`config.mk`:
```
export PLATFORM = sky130hd
export DESIGN_NAME = generational_handle_pool
export DESIGN_NICKNAME = d
export VERILOG_FILES = /design/src/ghp_pkg.sv /design/src/ghp_fifo.sv /design/src/ghp_front.sv /design/src/ghp_back.sv /design/src/generational_handle_pool.sv
export VERILOG_INCLUDE_DIRS = /design/src /design/src/src
export SDC_FILE = /design/constraint.sdc
export NUM_CORES = 2
export LEC_CHECK = 0
export BUFFER_PORTS_ARGS = -buffer_cell sky130_fd_sc_hd__buf_2
export CAP_MARGIN = 30
export CORE_ASPECT_RATIO = 1.25
export CORE_MARGIN = 2
export CORE_UTILIZATION = 48
export DETAILED_ROUTE_END_ITERATION = 10
export GPL_TIMING_DRIVEN = 0
export PLACE_DENSITY = 0.65
export SLEW_MARGIN = 5
export SYNTH_ARGS = -nofsm -noshare
export SYNTH_HDL_FRONTEND = slang
export SYNTH_SLANG_ARGS = --single-unit
```
`constraint.sdc`:
```
create_clock -name clk_i -period 9.2 [get_ports clk_i]
set_input_delay 0.46 -clock clk_i [delete_from_list [all_inputs] [get_ports clk_i]]
set_output_delay 0.46 -clock clk_i [all_outputs]
set_load 0.02 [all_outputs]
```
`src/generational_handle_pool_macros.svh`:
```
// ----------------------------------------------------------------------------
// Generational handle pool assertion macros
// Shorthand for the clocked, reset-qualified checks used in the pool RTL.
// ----------------------------------------------------------------------------
`ifndef GENERATIONAL_HANDLE_POOL_MACROS_SVH
`define GENERATIONAL_HANDLE_POOL_MACROS_SVH

// The consequent must hold in the same cycle as the antecedent.
`define GHP_ASSERT_NOW(lbl, ante, cons, msg) \
  lbl: assert property (@(posedge clk_i) disable iff (!rst_ni) (ante) |-> (cons)) \
    else $error(msg);

// The consequent must hold in the cycle after the antecedent.
`define GHP_ASSERT_NEXT(lbl, ante, cons, msg) \
  lbl: assert property (@(posedge clk_i) disable iff (!rst_ni) (ante) |=> (cons)) \
    else $error(msg);

`endif

```
`src/ghp_pkg.sv`:
```
// ----------------------------------------------------------------------------
// Generational handle pool package
// Port widths, operation codes and the words passed between the pool's parts.
// ----------------------------------------------------------------------------
package ghp_pkg;

  // Widths of the external fields.
  localparam int unsigned OP_W        = 2;
  localparam int unsigned IDX_PORT_W  = 6;
  localparam int unsigned GEN_PORT_W  = 16;
  localparam int unsigned LIVE_PORT_W = 7;
  localparam int unsigned CFG_W       = 7;

  // Capacity register value after reset.
  localparam logic [CFG_W-1:0] CFG_RESET = 7'd64;

  // Default build parameters.
  localparam int unsigned DEF_POOL_SLOTS = 64;
  localparam int unsigned DEF_GEN_BITS   = 16;

  // Depth of the command and result queues.
  localparam int unsigned QUEUE_DEPTH = 2;

  // Operation codes.
  typedef enum logic [OP_W-1:0] {
    OP_ALLOC = 2'd0,
    OP_FREE  = 2'd1,
    OP_CHECK = 2'd2,
    OP_CLEAR = 2'd3
  } op_e;

  // Classified command handed from the front to the back.
  typedef struct packed {
    op_e                   op;
    logic [IDX_PORT_W-1:0] idx;
    logic [GEN_PORT_W-1:0] hgen;
    logic                  oor;
  } cmd_t;

  // Result word.
  typedef struct packed {
    logic                   ok;
    logic [IDX_PORT_W-1:0]  idx;
    logic [GEN_PORT_W-1:0]  gen;
    logic [LIVE_PORT_W-1:0] live;
  } res_t;

endpackage

```
`src/ghp_fifo.sv`:
```
// ----------------------------------------------------------------------------
// Generational handle pool queue
// Small first-in first-out buffer built from registers.
// ----------------------------------------------------------------------------
module ghp_fifo import ghp_pkg::*; #(
  parameter int unsigned WIDTH = 1,
  parameter int unsigned DEPTH = QUEUE_DEPTH
) (
  input  logic             clk_i,
  input  logic             rst_ni,
  input  logic             push_i,
  input  logic [WIDTH-1:0] data_i,
  output logic             full_o,
  input  logic             pop_i,
  output logic [WIDTH-1:0] data_o,
  output logic             empty_o
);

  localparam int unsigned PTR_W = (DEPTH > 1) ? $clog2(DEPTH) : 1;
  localparam int unsigned CNT_W = $clog2(DEPTH + 1);

  logic [WIDTH-1:0] store_q [DEPTH];
  logic [PTR_W-1:0] wr_ptr_q, rd_ptr_q;
  logic [CNT_W-1:0] count_q;
  logic             do_push, do_pop;

  // Handshake qualification.
  assign full_o  = (count_q == CNT_W'(DEPTH));
  assign empty_o = (count_q == '0);
  assign do_push = push_i && !full_o;
  assign do_pop  = pop_i && !empty_o;
  assign data_o  = store_q[rd_ptr_q];

  // Pointers and fill count.
  always_ff @(posedge clk_i or negedge rst_ni) begin
    if (!rst_ni) begin
      wr_ptr_q <= '0;
      rd_ptr_q <= '0;
      count_q  <= '0;
    end else begin
      if (do_push) begin
        wr_ptr_q <= (wr_ptr_q == PTR_W'(DEPTH - 1)) ? '0 : wr_ptr_q + PTR_W'(1);
      end
      if (do_pop) begin
        rd_ptr_q <= (rd_ptr_q == PTR_W'(DEPTH - 1)) ? '0 : rd_ptr_q + PTR_W'(1);
      end
      if (do_push && !do_pop) begin
        count_q <= count_q + CNT_W'(1);
      end else if (do_pop && !do_push) begin
        count_q <= count_q - CNT_W'(1);
      end
    end
  end

  // Storage needs no reset: an entry is only read once written.
  always_ff @(posedge clk_i) begin
    if (do_push) begin
      store_q[wr_ptr_q] <= data_i;
    end
  end

endmodule

```
`src/ghp_front.sv`:
```
// ----------------------------------------------------------------------------
// Generational handle pool front end
// Holds the capacity register, classifies incoming words and queues them.
// ----------------------------------------------------------------------------
module ghp_front import ghp_pkg::*; #(
  parameter int unsigned POOL_SLOTS = DEF_POOL_SLOTS,
  localparam int unsigned CNT_W = $clog2(POOL_SLOTS + 1)
) (
  input  logic                  clk_i,
  input  logic                  rst_ni,
  input  logic                  cfg_we_i,
  input  logic [CFG_W-1:0]      cfg_wdata_i,
  input  logic                  push_i,
  output logic                  full_o,
  input  logic [OP_W-1:0]       opcode_i,
  input  logic [IDX_PORT_W-1:0] slot_index_i,
  input  logic [GEN_PORT_W-1:0] handle_generation_i,
  output logic [CNT_W-1:0]      cap_o,
  output logic                  cmd_valid_o,
  output cmd_t                  cmd_o,
  input  logic                  cmd_pop_i
);

  localparam int unsigned CMP_W = (CNT_W > CFG_W) ? CNT_W : CFG_W;

  logic [CFG_W-1:0] cfg_q;
  logic [CMP_W-1:0] cfg_ext, cap_ext;
  cmd_t             cmd_in;
  logic             cmd_empty;

  // Capacity register.
  always_ff @(posedge clk_i or negedge rst_ni) begin
    if (!rst_ni) begin
      cfg_q <= CFG_RESET;
    end else if (cfg_we_i) begin
      cfg_q <= cfg_wdata_i;
    end
  end

  // Active capacity saturates at the built pool size.
  assign cfg_ext = CMP_W'(cfg_q);
  assign cap_ext = (cfg_ext > CMP_W'(POOL_SLOTS)) ? CMP_W'(POOL_SLOTS) : cfg_ext;
  assign cap_o   = CNT_W'(cap_ext);

  // Classify the incoming word, flagging an index beyond the capacity.
  always_comb begin
    cmd_in.op   = op_e'(opcode_i);
    cmd_in.idx  = slot_index_i;
    cmd_in.hgen = handle_generation_i;
    cmd_in.oor  = (CMP_W'(slot_index_i) >= cap_ext);
  end

  // Command queue towards the back end.
  ghp_fifo #(
    .WIDTH ($bits(cmd_t)),
    .DEPTH (QUEUE_DEPTH)
  ) u_cmd_fifo (
    .clk_i   (clk_i),
    .rst_ni  (rst_ni),
    .push_i  (push_i),
    .data_i  (cmd_in),
    .full_o  (full_o),
    .pop_i   (cmd_pop_i),
    .data_o  (cmd_o),
    .empty_o (cmd_empty)
  );

  assign cmd_valid_o = !cmd_empty;

endmodule

```
`src/ghp_back.sv`:
```
// ----------------------------------------------------------------------------
// Generational handle pool back end
// Searches the reserved bitmap, updates the generation memory and the counts.
// ----------------------------------------------------------------------------
`include "generational_handle_pool_macros.svh"

module ghp_back import ghp_pkg::*; #(
  parameter int unsigned POOL_SLOTS = DEF_POOL_SLOTS,
  parameter int unsigned GEN_BITS   = DEF_GEN_BITS,
  localparam int unsigned CNT_W = $clog2(POOL_SLOTS + 1)
) (
  input  logic             clk_i,
  input  logic             rst_ni,
  input  logic [CNT_W-1:0] cap_i,
  input  logic             cmd_valid_i,
  input  cmd_t             cmd_i,
  output logic             cmd_pop_o,
  input  logic             res_full_i,
  output logic             res_push_o,
  output res_t             res_o
);

  localparam int unsigned IDX_W = (POOL_SLOTS > 1) ? $clog2(POOL_SLOTS) : 1;

  typedef enum logic {
    ST_IDLE,
    ST_DONE
  } state_e;

  state_e                state_q;
  cmd_t                  cmd_q;
  logic                  found_q;
  logic [IDX_W-1:0]      tgt_q;
  logic [POOL_SLOTS-1:0] rsv_q, rsv_d;
  logic [POOL_SLOTS-1:0] gen_vld_q;
  logic [CNT_W-1:0]      live_q, live_d;
  logic [CNT_W-1:0]      hint_q, hint_d;
  logic                  rd_vld_q;
  logic [GEN_BITS-1:0]   rd_q;
  logic [GEN_BITS-1:0]   gen_mem [POOL_SLOTS];

  logic [POOL_SLOTS-1:0] cand, first;
  logic [IDX_W-1:0]      find_idx, rd_addr;
  logic                  find_ok, issue, mem_we;
  logic [GEN_BITS-1:0]   gen_cur, gen_inc;

  // Free slots at or above the hint and below the capacity.
  always_comb begin
    for (int i = 0; i < POOL_SLOTS; i++) begin
      cand[i] = !rsv_q[i] && (CNT_W'(i) >= hint_q) && (CNT_W'(i) < cap_i);
    end
  end

  // Isolate the lowest candidate and encode its position.
  assign first   = cand & (~cand + POOL_SLOTS'(1));
  assign find_ok = |cand;

  always_comb begin
    find_idx = '0;
    for (int i = 0; i < POOL_SLOTS; i++) begin
      if (first[i]) begin
        find_idx = find_idx | IDX_W'(i);
      end
    end
  end

  // A command starts only when the result queue has room for its word.
  assign issue     = cmd_valid_i && !res_full_i;
  assign cmd_pop_o = (state_q == ST_IDLE) && issue;
  assign rd_addr   = (cmd_i.op == OP_ALLOC) ? find_idx : IDX_W'(cmd_i.idx);

  // Never-written generations read as zero.
  assign gen_cur = rd_vld_q ? rd_q : '0;
  assign gen_inc = gen_cur + GEN_BITS'(1);

  // Outcome of the latched command, applied in the done state.
  always_comb begin
    rsv_d     = rsv_q;
    live_d    = live_q;
    hint_d    = hint_q;
    mem_we    = 1'b0;
    res_o.ok  = 1'b0;
    res_o.idx = '0;
    res_o.gen = '0;
    unique case (cmd_q.op)
      OP_ALLOC: begin
        if (found_q) begin
          rsv_d[tgt_q] = 1'b1;
          live_d       = live_q + CNT_W'(1);
          hint_d       = CNT_W'(tgt_q) + CNT_W'(1);
          mem_we       = (state_q == ST_DONE);
          res_o.ok     = 1'b1;
          res_o.idx    = IDX_PORT_W'(tgt_q);
          res_o.gen    = GEN_PORT_W'(gen_inc);
        end
      end
      OP_CLEAR: begin
        rsv_d    = '0;
        live_d   = '0;
        hint_d   = '0;
        res_o.ok = 1'b1;
      end
      OP_FREE: begin
        res_o.idx = cmd_q.idx;
        if (!cmd_q.oor) begin
          res_o.gen = GEN_PORT_W'(gen_cur);
          if (rsv_q[tgt_q]) begin
            res_o.ok     = 1'b1;
            rsv_d[tgt_q] = 1'b0;
            if (live_q != '0) begin
              live_d = live_q - CNT_W'(1);
            end
            if (CNT_W'(tgt_q) < hint_q) begin
              hint_d = CNT_W'(tgt_q);
            end
          end
        end
      end
      OP_CHECK: begin
        res_o.idx = cmd_q.idx;
        if (!cmd_q.oor) begin
          res_o.gen = GEN_PORT_W'(gen_cur);
          res_o.ok  = rsv_q[tgt_q] && (gen_cur == GEN_BITS'(cmd_q.hgen));
        end
      end
      default: begin
        res_o.ok = 1'b0;
      end
    endcase
    res_o.live = LIVE_PORT_W'(live_d);
  end

  assign res_push_o = (state_q == ST_DONE);

  // Sequencer with the bitmap, counts and generation valid bits.
  always_ff @(posedge clk_i or negedge rst_ni) begin
    if (!rst_ni) begin
      state_q   <= ST_IDLE;
      cmd_q     <= '0;
      found_q   <= 1'b0;
      tgt_q     <= '0;
      rsv_q     <= '0;
      gen_vld_q <= '0;
      live_q    <= '0;
      hint_q    <= '0;
      rd_vld_q  <= 1'b0;
    end else begin
      unique case (state_q)
        ST_IDLE: begin
          if (issue) begin
            cmd_q    <= cmd_i;
            found_q  <= find_ok;
            tgt_q    <= rd_addr;
            rd_vld_q <= gen_vld_q[rd_addr];
            state_q  <= ST_DONE;
          end
        end
        ST_DONE: begin
          rsv_q  <= rsv_d;
          live_q <= live_d;
          hint_q <= hint_d;
          if (mem_we) begin
            gen_vld_q[tgt_q] <= 1'b1;
          end
          state_q <= ST_IDLE;
        end
        default: begin
          state_q <= ST_IDLE;
        end
      endcase
    end
  end

  // Generation memory: read on issue, written back on a successful allocate.
  always_ff @(posedge clk_i) begin
    if (cmd_pop_o) begin
      rd_q <= gen_mem[rd_addr];
    end
    if (mem_we) begin
      gen_mem[tgt_q] <= gen_inc;
    end
  end

  // The live count always equals the number of reserved slots.
  `GHP_ASSERT_NOW(a_live_tally, 1'b1, live_q == CNT_W'($countones(rsv_q)), "live count mismatch")
  // A result word is only produced when the queue can take it.
  `GHP_ASSERT_NOW(a_res_room, res_push_o, !res_full_i, "result pushed into full queue")
  // A clear leaves every slot free.
  `GHP_ASSERT_NEXT(a_clear_all, res_push_o && (cmd_q.op == OP_CLEAR), rsv_q == '0, "clear missed")
  // A successful allocate leaves its slot reserved.
  `GHP_ASSERT_NEXT(a_alloc_set, res_push_o && (cmd_q.op == OP_ALLOC) && found_q, rsv_q[tgt_q],
                   "allocated slot not reserved")

endmodule

```
`src/generational_handle_pool.sv`:
```
// ----------------------------------------------------------------------------
// Generational handle pool
// Allocates, frees, checks and clears generation-tagged slot handles.
// ----------------------------------------------------------------------------
// Commands enter through a queue-style port: a word is taken when push is
// high and full is low. It carries an opcode (allocate, free, check, clear),
// a slot index and the handle's generation. Every command yields exactly one
// result word, presented while empty is low and removed when pop is high.
// The user must see that the capacity register (cfg_we_i, cfg_wdata_i) is
// written only while idle; the block itself does not enforce this. For each
// command the execution unit first searches the reserved bitmap and reads
// the generation memory, then writes back and produces the result; it takes
// a new command only once the last one has produced its result.
// A two-word command queue and a two-word result queue decouple the sides;
// when the receiver stops popping, execution halts once the result queue
// fills and full rises once the command queue fills. Nothing is dropped.
// Reset frees every slot, zeroes all generations and counts and sets the
// capacity to 64; no clearing pass is needed, the block is ready at once.
// ----------------------------------------------------------------------------
module generational_handle_pool import ghp_pkg::*; #(
  parameter int unsigned POOL_SLOTS = DEF_POOL_SLOTS,
  parameter int unsigned GEN_BITS   = DEF_GEN_BITS
) (
  input  logic                   clk_i,
  input  logic                   rst_ni,
  input  logic                   cfg_we_i,
  input  logic [CFG_W-1:0]       cfg_wdata_i,
  input  logic                   push,
  output logic                   full,
  input  logic [OP_W-1:0]        opcode_i,
  input  logic [IDX_PORT_W-1:0]  slot_index_i,
  input  logic [GEN_PORT_W-1:0]  handle_generation_i,
  output logic                   empty,
  input  logic                   pop,
  output logic                   ok_o,
  output logic [IDX_PORT_W-1:0]  result_index_o,
  output logic [GEN_PORT_W-1:0]  result_generation_o,
  output logic [LIVE_PORT_W-1:0] live_slots_o
);

  localparam int unsigned CNT_W = $clog2(POOL_SLOTS + 1);

  logic [CNT_W-1:0] cap;
  logic             cmd_valid, cmd_pop;
  cmd_t             cmd;
  logic             res_full, res_push;
  res_t             res_in, res_out;

  // Front end: capacity register, classification and command queue.
  ghp_front #(
    .POOL_SLOTS (POOL_SLOTS)
  ) u_front (
    .clk_i               (clk_i),
    .rst_ni              (rst_ni),
    .cfg_we_i            (cfg_we_i),
    .cfg_wdata_i         (cfg_wdata_i),
    .push_i              (push),
    .full_o              (full),
    .opcode_i            (opcode_i),
    .slot_index_i        (slot_index_i),
    .handle_generation_i (handle_generation_i),
    .cap_o               (cap),
    .cmd_valid_o         (cmd_valid),
    .cmd_o               (cmd),
    .cmd_pop_i           (cmd_pop)
  );

  // Back end: bitmap search and generation update.
  ghp_back #(
    .POOL_SLOTS (POOL_SLOTS),
    .GEN_BITS   (GEN_BITS)
  ) u_back (
    .clk_i       (clk_i),
    .rst_ni      (rst_ni),
    .cap_i       (cap),
    .cmd_valid_i (cmd_valid),
    .cmd_i       (cmd),
    .cmd_pop_o   (cmd_pop),
    .res_full_i  (res_full),
    .res_push_o  (res_push),
    .res_o       (res_in)
  );

  // Result queue towards the receiver.
  ghp_fifo #(
    .WIDTH ($bits(res_t)),
    .DEPTH (QUEUE_DEPTH)
  ) u_res_fifo (
    .clk_i   (clk_i),
    .rst_ni  (rst_ni),
    .push_i  (res_push),
    .data_i  (res_in),
    .full_o  (res_full),
    .pop_i   (pop),
    .data_o  (res_out),
    .empty_o (empty)
  );

  assign ok_o                = res_out.ok;
  assign result_index_o      = res_out.idx;
  assign result_generation_o = res_out.gen;
  assign live_slots_o        = res_out.live;

endmodule
```
**Yosys cells after proc, flatten, opt, wreduce, memory -nomap -nowiden**

Memories as Yosys holds them, arrays and structs flattened. A register that Yosys moved wholly into a read port is not among the register bits.
Cells that the tools add are included.

- Flip-flop bits (word level): 191
- Latch bits: 0
- Memory bits (writable): 1134
- Memory bits (read-only): 0
- Input port bits: 36
- Output and inout port bits: 32
- Word-level logic and storage cells: 564
- Memories kept: 3

Memories:

| memory | depth | width | read ports | clocked after Yosys merged registers in | write ports | RTL line | RTL |
|---|---|---|---|---|---|---|---|
| u_back.gen_mem | 64 | 16 | 1 | 1 | 1 | ghp_back.sv:40 | `logic [GEN_BITS-1:0] gen_mem [POOL_SLOTS];` |
| u_res_fifo.store_q | 2 | 30 | 1 | 0 | 1 | ghp_fifo.sv:22 | `logic [WIDTH-1:0] store_q [DEPTH];` |
| u_front.u_cmd_fifo.store_q | 2 | 25 | 1 | 0 | 1 | ghp_fifo.sv:22 |  |

- $add $sub $neg: 13
- Multipliers: 0
- Divide/modulo/power cells: 0
- Magnitude comparators: 134
- Equality and inequality tests: 12
- Shifts and indexed selects: 0
- Muxes and demuxes: 150
- Bitwise operators: 7
- Reduce and logical (&&, ||, !) cells: 226

Operator list:

| kind | count |
|---|---|
| 2-to-1 mux 64 bit | 9 |
| greater-or-equal comparator 6 x 7 -> 1 bit (first input constant) | 32 |
| < comparator 6 x 7 -> 1 bit (first input constant) | 32 |
| 2-to-1 mux 6 bit | 35 |
| one-hot mux 64 bit (3 select lines) | 1 |
| 2-to-1 mux 7 bit | 23 |
| logical AND 1 bit | 140 |
| bitwise AND 64 bit | 2 |
| inverter 64 bit | 2 |
| OR 64 bit | 2 |
| greater-or-equal comparator 5 x 7 -> 1 bit (first input constant) | 16 |
| < comparator 5 x 7 -> 1 bit (first input constant) | 16 |
| 2-to-1 mux 5 bit | 16 |
| logical NOT 1 bit | 72 |
| one-hot mux 22 bit (3 select lines) | 1 |
| adder 64 x 1 -> 64 bit (second input constant) | 1 |
| 2-to-1 mux 16 bit | 4 |
| OR reduction 64 bit | 1 |
| greater-or-equal comparator 4 x 7 -> 1 bit (first input constant) | 8 |
| < comparator 4 x 7 -> 1 bit (first input constant) | 8 |
| 2-to-1 mux 25 bit | 2 |
| 2-to-1 mux 23 bit | 2 |
| one-hot mux 7 bit (3 select lines) | 2 |
| 2-to-1 mux 4 bit | 8 |
| 39 further kinds | 107 |

**Longest topological paths before layout**

- Depth after elaboration: 75
- Mapped depth: 21
- Gate-level depth less buffers: 15

**Hierarchy**

Synthesis repeated with hierarchy kept, for this count alone.

- Cells, all modules: 4165
- Area, all modules: 58781.4 µm²

By module, submodules not included:

| module | instances | cells each | area an instance (µm²) | seq. area each (µm²) |
|---|---|---|---|---|
| ghp_back | 1 | 3914 | 53715.3 | 35634.2 |
| ghp_fifo at u_res_fifo | 1 | 112 | 2481.1 | 1901.8 |
| ghp_fifo at u_front.u_cmd_fifo | 1 | 97 | 2102.0 | 1601.5 |
| ghp_front | 1 | 42 | 483.0 | 176.4 |

**Least setup slack after synthesis**

OpenSTA, ideal clock, no wires.

- Path type: flip-flop to flip-flop
- From: register u_back.rd_vld_q
- To: memory u_res_fifo.store_q[0][21] in the netlist's numbering, data pin
- Setup time: 156 ps
- Data arrival time: 5420 ps
- Setup slack: 3623 ps
- Stages on the path, launching flop included: 15
- Cell sequence: dfrtp_1 clkbuf_1 clkbuf_1 clkbuf_1 nand2_1 inv_1 ha_1 nand3_1 nor4_1 and3_1 nand3_1 xor2_1 nor2_1 a22oi_1 nor2_1

RTL lines:

| element | RTL line | RTL |
|---|---|---|
| start: declaration | ghp_back.sv:38 | `logic rd_vld_q;` |
| start signal: assignment | ghp_back.sv:154 | `rd_vld_q <= gen_vld_q[rd_addr];` |
| end: declaration | ghp_fifo.sv:22 |  |

**Worst setup path in the final report**

- From: register u_front.cfg_q[1] (netlist: u_front.cfg_ext[1])
- To: register u_back.rd_q[11], read port of u_back.gen_mem, data pin

- Longest elaborated chain between the ends: 71

Ends and longest elaborated chain:

| element | RTL line | RTL |
|---|---|---|
| start: declaration | ghp_front.sv:26 | `logic [CFG_W-1:0] cfg_q;` |
| start signal: assignment | ghp_front.sv:36 | `cfg_q <= cfg_wdata_i;` |
| greater-than comparator 7 bit | ghp_front.sv:42 | `assign cap_ext = (cfg_ext > CMP_W'(POOL_SLOTS)) ? CMP_W'(POOL_SLOTS) : cfg_ext;` |
| 2-to-1 mux 7 bit (*) | ghp_front.sv:42 |  |
| < comparator 1 x 7 -> 1 bit | ghp_back.sv:50 | `cand[i] = !rsv_q[i] && (CNT_W'(i) >= hint_q) && (CNT_W'(i) < cap_i);` |
| logical AND 1 bit | ghp_back.sv:50 |  |
| inverter 64 bit | ghp_back.sv:55 | `assign first = cand & (~cand + POOL_SLOTS'(1));` |
| adder 64 x 1 -> 64 bit | ghp_back.sv:55 |  |
| bitwise AND 64 bit (*) | ghp_back.sv:55 |  |
| 2-to-1 mux 1 bit | ghp_back.sv:61 | `if (first[i]) begin` |
| 2-to-1 mux 2 bit (2 in series) | ghp_back.sv:61 |  |
| 2-to-1 mux 3 bit (4 in series) | ghp_back.sv:61 |  |
| 2-to-1 mux 4 bit (8 in series) | ghp_back.sv:61 |  |
| 2-to-1 mux 5 bit (16 in series) | ghp_back.sv:61 |  |
| 2-to-1 mux 6 bit (31 in series) | ghp_back.sv:61 |  |
| 2-to-1 mux 6 bit (*) | ghp_back.sv:61 |  |
| 2-to-1 mux 6 bit (*) | ghp_back.sv:70 | `assign rd_addr = (cmd_i.op == OP_ALLOC) ? find_idx : IDX_W'(cmd_i.idx);` |
| end: declaration | ghp_back.sv:39 | `logic [GEN_BITS-1:0] rd_q;` |

Every way passes the cells marked *; elsewhere a longest branch is shown, timed or not.
A chain may end at the register's enable or synchronous reset.

==> summary.md <==
| Metric | Value |
|---|---|
| Post-synthesis register bit count | `1341` |
| Multi-input logic area | `18500 µm²` |
| Leakage power | `24.9 nW` |
| Slew Viols, Final | `0` |
| Max Freq | `127 MHz` |
| Top FF cell, synth | `edfxtp_1` |
| DRC Markers | `0` |
| Final Util | `0.557` |
| Share of the synthesized area in the top cell type | `0.582` |
| Placed insts | `6607` |
| Total internal power | `15.3 mW` |
| Crit path max fanout | `10` |
| DPL Wire Length | `145000 µm` |
| Ys Warns | `0` |
| Yosys cell types | `108` |
| Setup ws final | `1.35 ns` |
| Hold Path Class | `in2reg` |
| CP startpoint kind | `flip-flop` |
| RSZ-0062 raised after global routing | `no` |
| Post CTS Setup Buffer Count | `0` |
| # IOs | `68` |
| Max transition margin | `0.292` |
| Syn_nets | `4860` |
| FFs w/ async S/R, synth | `0.142` |
| Peak VDD IR | `0.231 mV` |
| Port Buffers | `66` |
| Most frequent cells in the layout | `edfxtp_1 (1150), nand2_1 (955), nand3_1 (302)` |
| Mapped Area | `59400 µm²` |
| Routed wire per std cell | `29.1 µm` |
| Tcrit/Tclk final | `0.853` |
| Routability cong. | `1.01` |
| Setup violators final | `0` |
| First-pass iteration count of the detailed router | `6` |
| Height of the chip | `397 µm` |
| Initial antenna violation count | `7` |
| Clock Tree Buf Depth | `3` |
| Htree depth | `4` |
| Avg Cell Area, Syn | `12.4 µm²` |
| Drt initial violations | `6026` |
| Routed vias | `43019` |
| Post-synth top area cell | `edfxtp_1` |
| NumNets Final | `5231` |
| Crit path capture type | `flip-flop` |
| GRT Total Usage | `0.312` |
| Proportion of layout cells with a drive suffix above 1 | `0.159` |
| Setup TNS | `0 ns` |
| Place WS | `1.74 ns` |
| Synth Instances | `4802` |
| Power Density | `416 nW/µm²` |
| Cts hold-fix bufs | `33` |
| CTS tree | `yes` |
| Number of synthesized flops with an enable pin | `1150` |
| Most common cell after layout, fill and taps aside | `edfxtp_1` |
| Status | `completed` |
| Worst Skew | `0.0504 ns` |
| Initial core utilization | `0.482` |
| Clock sinks | `1341` |
| Num CTS Buffers | `133` |
| Largest net degree at the start of global routing | `98` |
| Synth-to-Final Area Change | `15.5%` |
| Reg clk slew, reported paths | `0.06 ns` |
| Max-cap viol count | `0` |
| Post-Route WL | `200000 µm` |
| Combinational fraction of design power | `0.510` |
| Post-route insts no fill | `6891` |
| Critical Setup Path Class | `reg2reg` |
| Sequential fraction of design power | `0.303` |
| Clock share of power | `0.187` |
| Fin crit period | `7.85 ns` |
| Row count | `144` |
| Grt total ovfl | `0` |
| Die Width | `319 µm` |
| Clk root buf | `clkbuf_16` |
| Final ANT Viol Nets | `0` |
| Post-synthesis sequential area ratio | `0.662` |
| Core area | `123000 µm²` |
| Hold Fails Final Rpt | `0` |
| Die area | `127000 µm²` |
| DR vias/cell | `6.24` |
| Slew @ Worst Pin | `1.06 ns` |
| First-pass GRT wire length | `285000 µm` |
| Req. time, crit path | `9.67 ns` |
| Vias in the first global route | `41068` |
| Fill cell count | `10070` |
| Register Area | `39300 µm²` |
| Switching Share | `0.465` |
| Switching pwr | `13.3 mW` |
| Synth top area cells | `edfxtp_1 (58%), dfrtp_1 (8.0%), nand2_1 (6.0%), mux2i_1 (3.1%), nand3_1 (2.5%)` |
| WP data arrival | `8.32 ns` |
| Skew-Pair Late Insertion Delay | `0.80 ns` |
| Post-CTS sizing | `0` |
==> metal layers <==
layer | track usage | part of all wire | wire length, µm | vias to the layer above
met1 | 0.400 | 0.38 | 76500 | 21332
met3 | 0.0700 | 0.097 | 19400 | 527
met5 | 0 | 0.000065 | 13 | -
met4 | 0.162 | 0.059 | 11800 | 2
li1 | - | - | - | 18715
met2 | 0.498 | 0.46 | 92500 | 2443
==> worst paths after layout <==
check                                                  from                                to  slack, ns  cells after the start
setup / recovery             u_front.cfg_ext[1]$_DFFE_PN0P_         u_back.rd_q[11]$_DFFE_PP_       1.35                     18
hold / removal                                          pop   u_res_fifo.rd_ptr_q$_DFFE_PN0P_       0.04                      3
setup reg to reg             u_front.cfg_ext[1]$_DFFE_PN0P_         u_back.rd_q[11]$_DFFE_PP_       1.35                     18
hold reg to reg            u_back.gen_vld_q[63]$_DFFE_PN0P_  u_back.gen_vld_q[63]$_DFFE_PN0P_       0.47                      1
max in group asynchronous                            rst_ni  u_back.gen_vld_q[49]$_DFFE_PN0P_       7.90                      4
min in group asynchronous                            rst_ni    u_front.cfg_ext[3]$_DFFE_PN0P_       0.09                      2
==> through the flow <==
step | power [mW] | hold WS, ns | cell area [µm²]
3_3_place_gp | 22.3 | 0.443 | 61700
5_1_grt | 29.4 | 0.0535 | 68500
4_1_cts | 28.1 | 0.00854 | 68500
2_1_floorplan | 16.6 | 0.164 | 59400
6_report | 28.5 | 0.0398 | 68600
3_5_place_dp | 22.8 | 0.267 | 63900
==> cell usage after synthesis (all sizes together), types with 6 or more instances <==
cell type     n
nand2b       14
and2         57
o21ai       137
or4          13
edfxtp     1150
a22oi        90
inv          28
a21boi        9
nor3b        10
o22ai         7
o31ai        14
xor2         11
a2111oi      29
a41oi         8
nor4         57
or3          20
nand4        34
a21o          8
clkbuf      150
and4         35
nor2        259
a22o         45
nor3         27
a211oi       87
or2          81
nand2       957
ha           22
and3         33
nand3       303
o211ai       28
a31oi       140
dfrtp       190
mux2         59
o22a         67
nor2b        18
a21oi       104
a2111o        6
o21a          9
buf         187
xnor2        18
mux2i       182
nand4b        6
a221oi       17
==> layout make-up <==
type	count	share of cell area
Buffer	337	0.0248
Sequential cell	1341	0.574
Inverter	30	0.00164
Clock buffer	182	0.0534
Timing Repair Buffer	236	0.0385
Multi-Input combinational cell	3094	0.271
Tap cell	1606	0.0293
Antenna cell	4	0.000146
Clock inverter	61	0.00818
==> worst max-delay path, stage by stage (launching register included) <==
cell and delay [ns]:
dfrtp_1 0.40, buf_2 0.19, nor3_2 0.74, a2111oi_2 0.20
nor2b_1 0.56, o211ai_1 0.24, nor4_2 0.75, nand3_1 0.41
a21oi_1 0.57, a211oi_2 0.14, a21boi_4 0.53, buf_6 0.30
buf_6 0.25, buf_4 0.28, o21ai_0 0.17, a211oi_1 0.64
nor4_1 0.20, buf_2 0.23, nor4_2 0.72
==> power by group through the flow <==
stage	registers [mW]	clock network (mW)	logic, mW
final	8.65	5.33	14.5
after global routing	8.67	5.61	15.2
after CTS	8.60	5.36	14.2
after detailed placement	8.72	0	14.1
after global placement	8.94	0	13.4
after floorplan	8.55	0	8.02
==> flip-flops by register name, summed over array words and instances (netlist names), 2 cells and up <==
signal	cells
u_back.gen_mem	1024
u_back.gen_vld_q	64
u_back.rsv_q	64
u_res_fifo.store_q	60
u_front.u_cmd_fifo.store_q	50
u_back.cmd_q	25
u_back.rd_q	16
u_back.hint_q	7
u_back.live_q	7
u_front.cfg_ext	7
u_back.tgt_q	6
u_front.u_cmd_fifo.count_q	2
u_res_fifo.count_q	2
==> cell families after synthesis <==
logic type	synth area share
multiplexers	0.0419
buffers and inverters	0.0306
XOR/XNOR	0.00428
AND/OR/NAND/NOR	0.154
adder cells (fa/ha/maj)	0.00464
flip-flops	0.662
AO/OA/AOI/OAI	0.102
Note: power is estimated with default switching activity, not from simulation.
